### config.mk
export PLATFORM = sky130hd
export DESIGN_NAME = mmds_cfg
export DESIGN_NICKNAME = d
export VERILOG_FILES = /design/src/rtl/mmds_pkg.sv /design/src/rtl/mmds_cfg.sv
export SDC_FILE = /design/constraint.sdc
export NUM_CORES = 1
export LEC_CHECK = 0
export ABC_AREA = 0
export BUFFER_PORTS_ARGS = -buffer_cell sky130_fd_sc_hd__buf_4
export CAP_MARGIN = 20
export CORE_AREA = 2 2 100 102
export CTS_BUF_LIST = sky130_fd_sc_hd__clkbuf_16
export CTS_CLUSTER_SIZE = 28
export DETAILED_ROUTE_END_ITERATION = 7
export DIE_AREA = 0 0 102 104
export PLACE_DENSITY = 0.56
export SLEW_MARGIN = 20
export SYNTH_ARGS = -nofsm -noshare
export SYNTH_HDL_FRONTEND = slang
export SYNTH_SLANG_ARGS = --single-unit
### constraint.sdc
create_clock -name clk -period 5.5 [get_ports clk]
set_input_delay 1.375 -clock clk [delete_from_list [all_inputs] [get_ports clk]]
set_output_delay 1.375 -clock clk [all_outputs]
set_load 0.02 [all_outputs]
### src/rtl/mmds_pkg.sv
// Shared types, constants and codes for the mouse motion decay smoother.
`default_nettype none

package mmds_pkg;

  // Fixed-point layout of the accumulators and remainders.
  localparam int FRAC_BITS = 16;
  localparam int ACC_W     = 24 + FRAC_BITS;
  localparam int FRAC_W    = FRAC_BITS + 2;

  // Stream and register port widths.
  localparam int IN_DATA_W  = 72;
  localparam int OUT_DATA_W = 72;
  localparam int APB_ADDR_W = 5;
  localparam int APB_DATA_W = 32;

  typedef enum logic [1:0] {
    CMD_MOUSE = 2'd0,
    CMD_KEY   = 2'd1,
    CMD_TICK  = 2'd2,
    CMD_NONE  = 2'd3
  } cmd_e;

  typedef enum logic [1:0] {
    KIND_MOUSE  = 2'd0,
    KIND_KEY    = 2'd1,
    KIND_MOTION = 2'd2
  } kind_e;

  typedef enum logic [1:0] {
    KEY_DOWN  = 2'd0,
    KEY_UP    = 2'd1,
    KEY_OTHER = 2'd2
  } key_state_e;

  typedef enum logic [2:0] {
    REG_RETENTION       = 3'd0,
    REG_CTRL_KEY        = 3'd1,
    REG_ACTIVATE_BUTTON = 3'd2,
    REG_INIT_ON         = 3'd3,
    REG_HOLD_MODE       = 3'd4,
    REG_USE_BUTTON      = 3'd5,
    REG_USE_KEY         = 3'd6
  } reg_idx_e;

  typedef struct packed {
    logic [15:0] retention;
    logic [15:0] ctrl_key;
    logic [15:0] activate_button;
    logic        init_on;
    logic        hold_mode;
    logic        use_button;
    logic        use_key;
    logic        start_wr;
    logic        start_val;
  } cfg_t;

  typedef struct packed {
    cmd_e               cmd;
    logic [15:0]        button_state;
    logic               move_absolute;
    logic signed [15:0] delta_x;
    logic signed [15:0] delta_y;
    logic [15:0]        key_code;
    logic [1:0]         key_state;
  } item_t;

  typedef struct packed {
    kind_e              kind;
    logic [15:0]        button_state_out;
    logic [15:0]        key_code_out;
    logic signed [15:0] move_x;
    logic signed [15:0] move_y;
    logic               smoothing_on;
  } res_t;

endpackage

`default_nettype wire

### src/rtl/mmds_cfg.sv
// Register file of the smoother behind an APB-style port.
`default_nettype none

module mmds_cfg (
  input  wire logic                             clk,
  input  wire logic                             rst,
  input  wire logic                             psel,
  input  wire logic                             penable,
  input  wire logic                             pwrite,
  input  wire logic [mmds_pkg::APB_ADDR_W-1:0]  paddr,
  input  wire logic [mmds_pkg::APB_DATA_W-1:0]  pwdata,
  output logic      [mmds_pkg::APB_DATA_W-1:0]  prdata,
  output logic                                  pready,
  output mmds_pkg::cfg_t                        cfg
);

  logic [15:0] retention;
  logic [15:0] ctrl_key;
  logic [15:0] activate_button;
  logic        init_on;
  logic        hold_mode;
  logic        use_button;
  logic        use_key;
  logic        wr;
  mmds_pkg::reg_idx_e idx;

  assign pready = 1'b1;
  assign idx    = mmds_pkg::reg_idx_e'(paddr[4:2]);
  assign wr     = psel && penable && pwrite && pready;

  always_ff @(posedge clk) begin
    if (rst) begin
      retention       <= 16'd61604;
      ctrl_key        <= '0;
      activate_button <= '0;
      init_on         <= 1'b0;
      hold_mode       <= 1'b0;
      use_button      <= 1'b0;
      use_key         <= 1'b0;
    end else if (wr) begin
      unique case (idx)
        mmds_pkg::REG_RETENTION:       retention       <= pwdata[15:0];
        mmds_pkg::REG_CTRL_KEY:        ctrl_key        <= pwdata[15:0];
        mmds_pkg::REG_ACTIVATE_BUTTON: activate_button <= pwdata[15:0];
        mmds_pkg::REG_INIT_ON:         init_on         <= pwdata[0];
        mmds_pkg::REG_HOLD_MODE:       hold_mode       <= pwdata[0];
        mmds_pkg::REG_USE_BUTTON:      use_button      <= pwdata[0];
        mmds_pkg::REG_USE_KEY:         use_key         <= pwdata[0];
        default: ;
      endcase
    end
  end

  always_comb begin
    unique case (idx)
      mmds_pkg::REG_RETENTION:       prdata = {16'd0, retention};
      mmds_pkg::REG_CTRL_KEY:        prdata = {16'd0, ctrl_key};
      mmds_pkg::REG_ACTIVATE_BUTTON: prdata = {16'd0, activate_button};
      mmds_pkg::REG_INIT_ON:         prdata = {31'd0, init_on};
      mmds_pkg::REG_HOLD_MODE:       prdata = {31'd0, hold_mode};
      mmds_pkg::REG_USE_BUTTON:      prdata = {31'd0, use_button};
      mmds_pkg::REG_USE_KEY:         prdata = {31'd0, use_key};
      default:                       prdata = '0;
    endcase
  end

  // Writing the initial enable state also reloads the enable flag in the core.
  always_comb begin
    cfg.retention       = retention;
    cfg.ctrl_key        = ctrl_key;
    cfg.activate_button = activate_button;
    cfg.init_on         = init_on;
    cfg.hold_mode       = hold_mode;
    cfg.use_button      = use_button;
    cfg.use_key         = use_key;
    cfg.start_wr        = wr && (idx == mmds_pkg::REG_INIT_ON);
    cfg.start_val       = pwdata[0];
  end

endmodule

`default_nettype wire

==> impl_metrics.tcl <==
set metrics [dict create \
    outcome "finished, final reports clean" \
    synth_area_um2 2770 \
    die_w_um 102 \
    power_mw 0.828 \
    layout_setup_ws_ns 1.34 \
    crit_path_start_kind "input port" \
    layoutNonFillerInstCount 496 \
    root_buffer "clkbuf_16" \
    ff2ff_path_depth 2 \
    synth.yosys.seq_area_share 0.375 \
    ys_ff_latch 52 \
    area_growth_pct 29.1 \
    place_ws_ns 1.30 \
    clockBufferDepth 2 \
    start_util 0.290 \
    drt-total-wl_um 7230 \
    wl_per_cell_um 14.6 \
    ir_worst_vdd_v 0.000111 \
    fp.coreArea_um2 9550 \
    final-hold-violation-count 0 \
    powerDensity_nw_per_um2 231 \
    min_period_ns 4.16 \
    die_area_um2 10600 \
    cts_hold_buf 0 \
    overflow 0 \
    p_leak_nw 1.69 \
    setup_viol 0 \
    syn_inst 290 \
    num_rows 36 \
    fin_tns_setup_ns 0 \
    diodes 0 \
    clock_skew_ns 0 \
    cp.required_ns 4.12 \
    worstSkewPairLatency_ns 0.28 \
    critical_path_class "input port to output port" \
    slew_viol_final 0 \
    path_clk_slew_ns 0.07 \
    drv_cap 0 \
    cts.sinks 52 \
    ys_warn_count 0 \
    period_share 0.756 \
    crit_arrival_ns 2.79 \
    ant_nets 0 \
    ios 129 \
    hold_depth 2 \
    gp_congestion 0.689 \
    grt_pass1_wl_um 11200 \
    vias 2166 \
    post_synth.cell_area_avg_um2 9.57 \
    end_kind "output port" \
    grt_start_max_net_pins 76 \
    worst_pin_slew_ns 0.891 \
    drcViolationCount 0 \
    antenna_found_initial 0 \
    dpl.cell_count 488 \
    postCtsResizedCells 0 \
    hpwl_um 4940 \
    hold_ws_ns 0.498 \
    post_cts_buffers 0 \
    grt_use_total 0.134 \
    relSlewSlack 0.405 \
    io_buffers 93 \
    cp_max_fo 22 \
    hold_class "flip-flop to flip-flop" \
    die_h_um 104 \
    drt-vias-per-instance 4.37 \
    initialDrtViolationCount 30 \
    numCtsBuffers 5 \
    grt_pass1_vias 2080 \
    yosysUniqueCellTypes 23 \
    fmax_mhz 240 \
    fin_nets 404 \
    first_pass_iters 4 \
    cts_tree "built" \
    drive_gt1_frac 0.295 \
    h-tree-depth 2 \
    rsz0062_at_grt "no" \
]
==> critical path, cell delays in order <==
cell and delay, ns:
buf_4 0.28, nor2b_2 0.46, buf_4 0.30, a2bb2oi_1 0.09, nor2_1 0.11, buf_4 0.15
==> synth_stat cells <==
cell | n | share of area
clkbuf_1 | 10 | 0.014
nor2b_1 | 1 | 0.0023
and4b_1 | 1 | 0.0036
mux4_2 | 1 | 0.0081
nor2_1 | 30 | 0.041
mux2i_1 | 68 | 0.25
nand2_2 | 1 | 0.0023
and3_1 | 1 | 0.0023
nor2b_2 | 1 | 0.0032
nand2_1 | 6 | 0.0081
conb_1 | 2 | 0.0027
and2_1 | 2 | 0.0045
buf_2 | 6 | 0.011
a2bb2oi_1 | 15 | 0.047
buf_6 | 4 | 0.016
buf_4 | 23 | 0.062
mux2_2 | 1 | 0.0041
and2_4 | 1 | 0.0032
o22ai_1 | 1 | 0.0023
nand2b_1 | 61 | 0.14
and4_1 | 1 | 0.0032
buf_1 | 1 | 0.0014
dfxtp_1 | 52 | 0.38
==> power breakdown <==
| group | total, mW | leakage, nW | switching (mW) | internal [mW] |
|---|---|---|---|---|
| Clock | 0.353 | 0.0798 | 0.139 | 0.214 |
| Combinational | 0.0934 | 1.19 | 0.0538 | 0.0395 |
| Sequential | 0.381 | 0.419 | 0.00231 | 0.379 |
| Total | 0.828 | 1.69 | 0.196 | 0.633 |
==> cells by family after synthesis <==
logic type / after synthesis / synth area share
other: 2 / 0.00271
buffers and inverters: 44 / 0.104
muxes: 70 / 0.258
AOI/OAI and AO/OA: 16 / 0.0496
and+or+nand+nor: 106 / 0.211
DFF: 52 / 0.375
==> per-stage QoR <==
stage               cell area, um^2  utilization
global route                   3580        0.375
floorplan                      2830            -
detailed placement             3410        0.357
finish                         3580        0.375
global placement               3410        0.357
CTS                            3580        0.375
==> layout make-up <==
class / count / area, um^2
multi-input cells: 209 / 1500
clock inverters: 3 / 42.5
flip-flops and latches: 52 / 1040
fillers: 999 / 5970
repair buffers: 94 / 706
well taps: 133 / 166
clock buffers: 5 / 125
==> path summary, 6_finish.rpt <==
check | from | endpoint | slack (ns)
setup / recovery | paddr[2] | prdata[13] | 1.34
hold / removal | activate_button[4]$_SDFFE_PP0P_ | activate_button[4]$_SDFFE_PP0P_ | 0.50
hold reg to reg | activate_button[4]$_SDFFE_PP0P_ | activate_button[4]$_SDFFE_PP0P_ | 0.50
setup reg to reg | init_on$_SDFFE_PP0P_ | init_on$_SDFFE_PP0P_ | 4.84
==> registers in the layout, indices dropped and copies added (netlist names) <==
name	flops
activate_button	16
ctrl_key	16
retention	16
hold_mode	1
init_on	1
use_button	1
use_key	1
==> metal layers <==
metal / vias to the layer above / track usage / share of wire
li1: 1067 / - / -
met1: 1016 / 0.181 / 0.46
met2: 75 / 0.213 / 0.47
met3: 8 / 0.0316 / 0.063
met4: 0 / 0.0333 / 0.0095
met5: - / 0 / 0
==> layout by cell type (no fill, tap or decap), types with 2 or more instances in the layout <==
| master | n |
|---|---|
| buf_4 | 94 |
| mux2i_1 | 68 |
| nand2b_1 | 61 |
| dfxtp_1 | 52 |
| nor2_1 | 30 |
| conb_1 | 17 |
| a2bb2oi_1 | 15 |
| nand2_1 | 6 |
| clkbuf_16 | 5 |
| and2_1 | 2 |
Note: power is estimated with default switching activity, not from simulation.
